`config.mk`:
```
export PLATFORM = sky130hd
export DESIGN_NAME = rgb_to_hsv_hsl_converter_unit
export DESIGN_NICKNAME = d
export VERILOG_FILES = /design/src/hw/rtl/rhc_pkg.sv /design/src/hw/rtl/rgb_to_hsv_hsl_converter_unit.sv /design/src/hw/rtl/rhc_front.sv /design/src/hw/rtl/rhc_div.sv
export SDC_FILE = /design/constraint.sdc
export NUM_CORES = 2
export LEC_CHECK = 0
export ABC_AREA = 1
export BUFFER_PORTS_ARGS = -buffer_cell sky130_fd_sc_hd__buf_4
export CORE_MARGIN = 2
export CORE_UTILIZATION = 25
export CTS_BUF_LIST = sky130_fd_sc_hd__clkbuf_8
export DETAILED_ROUTE_END_ITERATION = 6
export PLACE_DENSITY_LB_ADDON = 0.15
export SKIP_LAST_GASP = 1
export SLEW_MARGIN = 40
export SYNTH_ARGS = -nofsm -noshare
export SYNTH_HDL_FRONTEND = slang
export SYNTH_SLANG_ARGS = --single-unit
export TNS_END_PERCENT = 1
```
`constraint.sdc`:
```
create_clock -name clock -period 10.8 [get_ports clock]
set_input_delay 2.16 -clock clock [delete_from_list [all_inputs] [get_ports clock]]
set_output_delay 2.16 -clock clock [all_outputs]
set_load 0.01 [all_outputs]
```
`src/hw/rtl/rhc_pkg.sv`:
```
// Shared types and defaults for the RGB to HSV/HSL converter.
// No dependencies; imported by every converter module.
`timescale 1ns / 1ps
`default_nettype none

package rhc_pkg;

   localparam int CHANNEL_BITS_DEF  = 8;
   localparam int FRACTION_BITS_DEF = 16;

   typedef enum logic [1:0] {
      SECT_RED,
      SECT_GREEN,
      SECT_BLUE
   } rhc_sector_type;

   typedef enum logic {
      MODE_HSV = 1'b0,
      MODE_HSL = 1'b1
   } rhc_mode_type;

   typedef struct packed {
      logic valid;
      logic grey;
      logic full;
   } rhc_flags_type;

endpackage

`default_nettype wire

```
`src/hw/rtl/rgb_to_hsv_hsl_converter_unit.sv`:
```
// Top level of the RGB to HSV/HSL converter: mode register, front end, two dividers, output.
// Depends on rhc_pkg, rhc_front and rhc_div.
//
//   channel   ports                                   handshake
//   request   req_red/green/blue/alpha                start, busy
//   response  rsp_hue/saturation/level/alpha_out      rsp_strobe (one cycle, no hold-off)
//   config    csr_write_data                          csr_write_enable
//
// One word per clock in while busy is low, one per clock out, through two front-end
// stages, one divider stage per fraction bit and one output stage. busy is set in reset
// and clears at the first clock edge after it. The pipeline never stalls; the receiver
// must take each strobed word (not enforced). Reset clears the valid bits and the mode.
`timescale 1ns / 1ps
`default_nettype none

module rgb_to_hsv_hsl_converter_unit
   import rhc_pkg::*;
#(
   parameter int CHANNEL_BITS  = CHANNEL_BITS_DEF,
   parameter int FRACTION_BITS = FRACTION_BITS_DEF
) (
   input  wire                        clock,
   input  wire                        reset,
   input  wire                        start,
   output logic                       busy,
   input  wire  [CHANNEL_BITS-1:0]    req_red,
   input  wire  [CHANNEL_BITS-1:0]    req_green,
   input  wire  [CHANNEL_BITS-1:0]    req_blue,
   input  wire  [CHANNEL_BITS-1:0]    req_alpha,
   output logic                       rsp_strobe,
   output logic [FRACTION_BITS-1:0]   rsp_hue,
   output logic [FRACTION_BITS-1:0]   rsp_saturation,
   output logic [CHANNEL_BITS:0]      rsp_level,
   output logic [CHANNEL_BITS-1:0]    rsp_alpha_out,
   input  wire                        csr_write_enable,
   input  wire                        csr_write_data
);

   localparam int CB = CHANNEL_BITS;
   localparam int FB = FRACTION_BITS;
   localparam int NW = CHANNEL_BITS + 3;

   logic          busy_ff;
   rhc_mode_type  space_mode_ff;

   always_ff @(posedge clock) begin
      if (reset) begin
         busy_ff       <= 1'b1;
         space_mode_ff <= MODE_HSV;
      end else begin
         busy_ff <= 1'b0;
         if (csr_write_enable) begin
            space_mode_ff <= rhc_mode_type'(csr_write_data);
         end
      end
   end

   assign busy = busy_ff;

   rhc_flags_type  front_flags;
   logic [NW-1:0]  hue_num, hue_den;
   logic [CB-1:0]  sat_num, sat_den;
   logic [CB:0]    front_level;
   logic [CB-1:0]  front_alpha;

   rhc_front #(
      .CHANNEL_BITS (CB)
   ) u_front (
      .clock     (clock),
      .reset     (reset),
      .in_valid  (start && !busy_ff),
      .mode      (space_mode_ff),
      .red       (req_red),
      .green     (req_green),
      .blue      (req_blue),
      .alpha     (req_alpha),
      .flags     (front_flags),
      .hue_num   (hue_num),
      .hue_den   (hue_den),
      .sat_num   (sat_num),
      .sat_den   (sat_den),
      .level     (front_level),
      .alpha_out (front_alpha)
   );

   logic [FB-1:0] hue_quot, sat_quot;

   rhc_div #(
      .WIDTH     (NW),
      .QUOT_BITS (FB)
   ) u_hue_div (
      .clock (clock),
      .num   (hue_num),
      .den   (hue_den),
      .quot  (hue_quot)
   );

   rhc_div #(
      .WIDTH     (CB),
      .QUOT_BITS (FB)
   ) u_sat_div (
      .clock (clock),
      .num   (sat_num),
      .den   (sat_den),
      .quot  (sat_quot)
   );

   // carry flags, level and alpha alongside the divider stages
   rhc_flags_type  flags_ff [FB];
   logic [CB:0]    level_ff [FB];
   logic [CB-1:0]  alpha_ff [FB];

   always_ff @(posedge clock) begin
      if (reset) begin
         for (int i = 0; i < FB; i++) begin
            flags_ff[i] <= '0;
         end
      end else begin
         flags_ff[0] <= front_flags;
         for (int i = 1; i < FB; i++) begin
            flags_ff[i] <= flags_ff[i-1];
         end
      end
      level_ff[0] <= front_level;
      alpha_ff[0] <= front_alpha;
      for (int i = 1; i < FB; i++) begin
         level_ff[i] <= level_ff[i-1];
         alpha_ff[i] <= alpha_ff[i-1];
      end
   end

   rhc_flags_type  tail;
   logic [FB-1:0]  hue_in, sat_in;

   always_comb begin
      tail = flags_ff[FB-1];
      if (tail.grey) begin
         hue_in = '0;
         sat_in = '0;
      end else if (tail.full) begin
         hue_in = hue_quot;
         sat_in = {FB{1'b1}};
      end else begin
         hue_in = hue_quot;
         sat_in = sat_quot;
      end
   end

   always_ff @(posedge clock) begin
      if (reset) begin
         rsp_strobe <= 1'b0;
      end else begin
         rsp_strobe <= tail.valid;
      end
      rsp_hue        <= hue_in;
      rsp_saturation <= sat_in;
      rsp_level      <= level_ff[FB-1];
      rsp_alpha_out  <= alpha_ff[FB-1];
   end

endmodule

`default_nettype wire

```
`src/hw/rtl/rhc_front.sv`:
```
// Front end of the converter: max/min, hue sector, hue and saturation operands, level.
// Two register stages. Depends on rhc_pkg.
`timescale 1ns / 1ps
`default_nettype none

module rhc_front
   import rhc_pkg::*;
#(
   parameter int CHANNEL_BITS = CHANNEL_BITS_DEF
) (
   input  wire                        clock,
   input  wire                        reset,
   input  wire                        in_valid,
   input  wire rhc_mode_type          mode,
   input  wire [CHANNEL_BITS-1:0]     red,
   input  wire [CHANNEL_BITS-1:0]     green,
   input  wire [CHANNEL_BITS-1:0]     blue,
   input  wire [CHANNEL_BITS-1:0]     alpha,
   output rhc_flags_type              flags,
   output logic [CHANNEL_BITS+2:0]    hue_num,
   output logic [CHANNEL_BITS+2:0]    hue_den,
   output logic [CHANNEL_BITS-1:0]    sat_num,
   output logic [CHANNEL_BITS-1:0]    sat_den,
   output logic [CHANNEL_BITS:0]      level,
   output logic [CHANNEL_BITS-1:0]    alpha_out
);

   localparam int CB = CHANNEL_BITS;
   localparam int NW = CHANNEL_BITS + 3;

   // stage A: order the channels
   logic               valid_a_ff;
   rhc_mode_type       mode_a_ff;
   rhc_sector_type     sect_a_ff, sect_a_in;
   logic [CB-1:0]      red_a_ff, green_a_ff, blue_a_ff, alpha_a_ff;
   logic [CB-1:0]      max_a_ff, max_a_in, min_a_ff, min_a_in;

   always_comb begin
      if (red >= green && red >= blue) begin
         sect_a_in = SECT_RED;
         max_a_in  = red;
      end else if (green >= blue) begin
         sect_a_in = SECT_GREEN;
         max_a_in  = green;
      end else begin
         sect_a_in = SECT_BLUE;
         max_a_in  = blue;
      end
      min_a_in = red;
      if (green < min_a_in) begin
         min_a_in = green;
      end
      if (blue < min_a_in) begin
         min_a_in = blue;
      end
   end

   always_ff @(posedge clock) begin
      if (reset) begin
         valid_a_ff <= 1'b0;
      end else begin
         valid_a_ff <= in_valid;
      end
      mode_a_ff  <= mode;
      sect_a_ff  <= sect_a_in;
      red_a_ff   <= red;
      green_a_ff <= green;
      blue_a_ff  <= blue;
      alpha_a_ff <= alpha;
      max_a_ff   <= max_a_in;
      min_a_ff   <= min_a_in;
   end

   // stage B: operands for the two dividers
   logic [CB-1:0]  delta;
   logic [CB:0]    sum;
   logic [CB:0]    full_scale;
   logic [CB:0]    twice_full;
   logic [CB:0]    hsl_high;
   logic [NW-1:0]  d_w, r_w, g_w, b_w, six_d;
   logic [NW-1:0]  hue_num_in;
   logic [CB-1:0]  sat_den_in;
   logic [CB:0]    level_in;
   rhc_flags_type  flags_in;

   always_comb begin
      delta      = max_a_ff - min_a_ff;
      sum        = {1'b0, max_a_ff} + {1'b0, min_a_ff};
      full_scale = {1'b0, {CB{1'b1}}};
      twice_full = {{CB{1'b1}}, 1'b0};
      hsl_high   = twice_full - sum;
      d_w        = NW'(delta);
      r_w        = NW'(red_a_ff);
      g_w        = NW'(green_a_ff);
      b_w        = NW'(blue_a_ff);
      six_d      = (d_w << 2) + (d_w << 1);

      case (sect_a_ff)
         SECT_RED: begin
            if (green_a_ff >= blue_a_ff) begin
               hue_num_in = g_w - b_w;
            end else begin
               hue_num_in = six_d - (b_w - g_w);
            end
         end
         SECT_GREEN: hue_num_in = (d_w << 1) + b_w - r_w;
         SECT_BLUE:  hue_num_in = (d_w << 2) + r_w - g_w;
         default:    hue_num_in = '0;
      endcase

      if (mode_a_ff == MODE_HSL) begin
         level_in = sum;
         if (sum > full_scale) begin
            sat_den_in = hsl_high[CB-1:0];
         end else begin
            sat_den_in = sum[CB-1:0];
         end
      end else begin
         level_in   = {max_a_ff, 1'b0};
         sat_den_in = max_a_ff;
      end

      flags_in.valid = valid_a_ff;
      flags_in.grey  = (delta == '0);
      flags_in.full  = (delta == sat_den_in);
   end

   always_ff @(posedge clock) begin
      if (reset) begin
         flags <= '0;
      end else begin
         flags <= flags_in;
      end
      hue_num   <= hue_num_in;
      hue_den   <= six_d;
      sat_num   <= delta;
      sat_den   <= sat_den_in;
      level     <= level_in;
      alpha_out <= alpha_a_ff;
   end

endmodule

`default_nettype wire

```
`src/hw/rtl/rhc_div.sv`:
```
// Pipelined restoring divider: fraction bits of num/den for num < den, one bit per stage.
// Depends on rhc_pkg for defaults only.
`timescale 1ns / 1ps
`default_nettype none

module rhc_div
   import rhc_pkg::*;
#(
   parameter int WIDTH     = CHANNEL_BITS_DEF + 3,
   parameter int QUOT_BITS = FRACTION_BITS_DEF
) (
   input  wire                   clock,
   input  wire  [WIDTH-1:0]      num,
   input  wire  [WIDTH-1:0]      den,
   output logic [QUOT_BITS-1:0]  quot
);

   logic [WIDTH-1:0]     rem_ff [QUOT_BITS-1];
   logic [WIDTH-1:0]     den_ff [QUOT_BITS-1];
   logic [QUOT_BITS-1:0] q_ff   [QUOT_BITS];

   for (genvar k = 0; k < QUOT_BITS; k++) begin : g_step
      logic [WIDTH-1:0]     rem_src, den_src;
      logic [QUOT_BITS-1:0] q_src;
      logic [WIDTH:0]       dbl, diff;
      logic                 take;
      logic [WIDTH-1:0]     rem_in;

      if (k == 0) begin : g_first
         assign rem_src = num;
         assign den_src = den;
         assign q_src   = '0;
      end else begin : g_next
         assign rem_src = rem_ff[k-1];
         assign den_src = den_ff[k-1];
         assign q_src   = q_ff[k-1];
      end

      assign dbl    = {rem_src, 1'b0};
      assign diff   = dbl - {1'b0, den_src};
      assign take   = (dbl >= {1'b0, den_src});
      assign rem_in = take ? diff[WIDTH-1:0] : dbl[WIDTH-1:0];

      always_ff @(posedge clock) begin
         q_ff[k] <= {q_src[QUOT_BITS-2:0], take};
      end

      if (k < QUOT_BITS - 1) begin : g_carry
         always_ff @(posedge clock) begin
            rem_ff[k] <= rem_in;
            den_ff[k] <= den_src;
         end
      end
   end

   assign quot = q_ff[QUOT_BITS-1];

endmodule

`default_nettype wire
```
==> flow_summary.toml <==
[status]
status = "complete, no violations"

[logic_synthesis]
synth_nets = 5083
syn_inst = 4604
ys_seq_area_share_pct = 57.0
yosysWarnings = 0
synth_enable_flop_cells = 0
synthArstFlopShare_pct = 0
ys_types = 50
syn-cell-area_mm2 = 0.0454
syn_area_per_cell_um2 = 9.86
synthFlopType = "dfxtp_1"
synth-seq-cells = 1292

[placed_design]
io_buffers = 87
routabilityCongestion = 0.816
dp_hpwl_mm = 66.4

[worst_setup_path]
r2r-start = "u_front.min_a_ff[2]$_DFF_P_"
path_class = "reg2reg"
worst_path_most_repeated_cell = "nand2_1"
cp-end-kind = "register"
crit_path_max_incr_delay_ps = 400
timing.rr.end = "u_front.hue_num[10]$_DFF_P_"
ff2ff_setup_slack_ps = 6340
critical_path_required_ps = 11590
cp_slowest_cell = "ha_1"
cp_data_arrival_time_ps = 5260
crit_fanout = 7
crit_path_start_kind = "register"
cp-startpoint = "u_front.min_a_ff[2]$_DFF_P_"
worst-r2r-cell-count = 25

[route]
drtIter0Drc = 856
antenna_left = 0
num_vias = 28800
firstDrtPassIters = 5
drc = 0
wl_mm = 89.1
wl_per_cell_um = 12.0
vias_per_cell = 3.87

[timing]
setup_violations = 0
maxSlewViolCount = 0
relSlewSlack_pct = 48.9
rsz0062_at_grt = "no"
worst_slew_pin_slew_ps = 763
hold_viol_final = 0
period_share_pct = 41.3
fin_skew_ps = 60.7
timing.fmax_mhz = 224
min_period_ps = 4460
finalSetupTns_ps = 0

[clocking]
cts_setup_buffers = 0
clkSinkCount = 1292
cts-root-buf = "clkbuf_8"
cts_htree_levels = 4
holdBufCountCts = 0
cts_resized = 0
cts.clk_slew.worst_paths_ps = 60
cts_tree = "yes"
numCtsBuffers = 225
clk_latency_ps = 940
clock_path_buffers = 3

[floorplanning]
pin_count = 88
start_util_pct = 25.1
fp-row-count = 156
die_y_um = 430
core-area_mm2 = 0.181
die_w_um = 430
die_area_mm2 = 0.185

[flow_run]
drv_cap = 0

[min_path]
holdPathStages = 0
worstHoldStart = "u_sat_div.q_ff[12][12]$_DFF_P_"
hp-class = "reg2reg"
min_to = "u_sat_div.q_ff[13][13]$_DFF_P_"

[global_route]
grt_max_degree = 54
grt_pass1_wl_mm = 146
overflow = 0
track_usage_pct = 9.79
first_global_vias = 29900
antenna_found_initial = 2

[final_layout]
nNetsFinal = 5350
drive_gt1_share_pct = 9.40
area_growth_syn_to_layout_pct = 18.1
## kinds of logic (layout without fill, tap and decap cells)
family	Yosys count	count (layout)	synth area share, %
AO/OA/AOI/OAI	720	720	8.64
XOR/XNOR	240	240	4.71
adder cells (fa/ha/maj)	442	442	12.9
buffers and inverters	749	1198	6.26
flip-flops	1292	1292	57.0
other	0	4	0
AND/OR/NAND/NOR	1161	1161	10.5
## layout by cell type, fill, tap and decap left out, types with 5 or more instances in the layout
cell type and n:
buf_4 94, xor2_1 152, o211ai_1 6, nand4_1 30, nand2_2 12, fa_1 44, a21o_1 25, o21bai_1 39
o221ai_1 14, nand2_1 603, nor3_1 41, inv_12 5, dfxtp_1 1290, o21ai_0 328, xnor2_1 85, nor2_1 324
nor4_1 6, clkinv_2 35, inv_2 10, a21oi_1 262, clkbuf_8 286, nand3_1 120, inv_1 751, o21ai_1 18
and2_1 10, ha_1 398
## state kept, by name, summed over array words and instances, names as in the netlist, 9 cells and up
signal,count
u_sat_div.q_ff,136
u_hue_div.rem_ff,150
rsp_hue,16
u_front.hue_num,11
alpha_ff,128
flags_ff,48
rsp_level,9
level_ff,144
u_front.hue_den,9
u_sat_div.den_ff,120
u_sat_div.rem_ff,120
u_front.level,9
u_hue_div.den_ff,150
u_hue_div.q_ff,136
rsp_saturation,16
## worst max path at each step
| stage | depth (start not counted) | slack (ps) | endpoint |
|---|---|---|---|
| floorplan | 16 | 5870 | u_front.min_a_ff[0]$_DFF_P_ |
| global placement | 13 | 4930 | u_front.min_a_ff[4]$_DFF_P_ |
| detailed placement | 15 | 5290 | u_front.min_a_ff[3]$_DFF_P_ |
| CTS | 25 | 6280 | u_front.hue_num[10]$_DFF_P_ |
| global route | 25 | 5870 | u_front.hue_num[10]$_DFF_P_ |
| finish | 25 | 6340 | u_front.hue_num[10]$_DFF_P_ |
## critical path: cells and delay by family (launching register included)
family                     cells  cell delay (ps)
AOI/OAI and AO/OA              6              850
xor gates and xnor gates       2              500
adders and majority gates      3             1130
buffers and inverters          4              410
DFF                            1              330
and+or+nand+nor               10             1150
## cell usage after synthesis (all sizes together), types with 2 or more instances
| library cell | n | share of area, % |
|---|---|---|
| xnor2 | 85 | 1.6 |
| clkbuf | 43 | 0.36 |
| nor2 | 327 | 2.7 |
| nand4 | 30 | 0.41 |
| xor2 | 155 | 3.1 |
| o21ai | 346 | 3.8 |
| ha | 398 | 11 |
| and2 | 10 | 0.14 |
| o211ai | 6 | 0.099 |
| o21a | 3 | 0.050 |
| inv | 693 | 5.7 |
| buf | 12 | 0.16 |
| nand3 | 124 | 1.4 |
| dfxtp | 1292 | 57 |
| o221ai | 14 | 0.27 |
| a31oi | 4 | 0.055 |
| nand2 | 617 | 5.2 |
| fa | 44 | 1.9 |
| o21bai | 39 | 0.64 |
| nand3b | 2 | 0.033 |
| a21oi | 263 | 2.9 |
| nor3 | 41 | 0.45 |
| and3 | 2 | 0.028 |
| a211oi | 5 | 0.083 |
| a21o | 25 | 0.41 |
| nor4 | 6 | 0.083 |
| o2111ai | 2 | 0.039 |
| o311ai | 4 | 0.077 |
| a311oi | 3 | 0.058 |
## area by class of cell
class	instances	area, um^2
Inverter	694	2610
Clock buffer	286	3940
Sequential cell	1292	25900
Timing Repair Buffer	95	711
Antenna cell	4	10.0
Fill cell	18800	127000
Tap cell	2370	2970
Multi-Input combinational cell	2563	16700
Clock inverter	123	835
## per-layer routing
metal  vias up  GRT usage (%)  routed length [um]  part of all wire, %
met1     12800           9.88               35500                   40
met4         0           5.06                3880                  4.4
met2       433           18.3               45600                   51
li1      15300              -                   -                    -
met5         -              0                   0                    0
met3       246           2.63                4020                  4.5
## per-stage QoR
| stage | cells | hold slack [ps] | utilization [%] | setup WS [ps] | area, um^2 |
|---|---|---|---|---|---|
| finish | 7427 | 266 | 29.7 | 6340 | 53600 |
| global route | 7426 | 267 | 29.7 | 5870 | 53600 |
| CTS | 7423 | 260 | 29.7 | 6280 | 53600 |
| detailed placement | 7014 | 312 | 27.0 | 5290 | 48800 |
| global placement | 7013 | 309 | 27.0 | 4930 | 48800 |
| floorplan | 4604 | 310 | - | 5870 | 45400 |
Power is not shown: default switching activity piles up to over one toggle a cycle in this logic, so the estimate is an artifact.
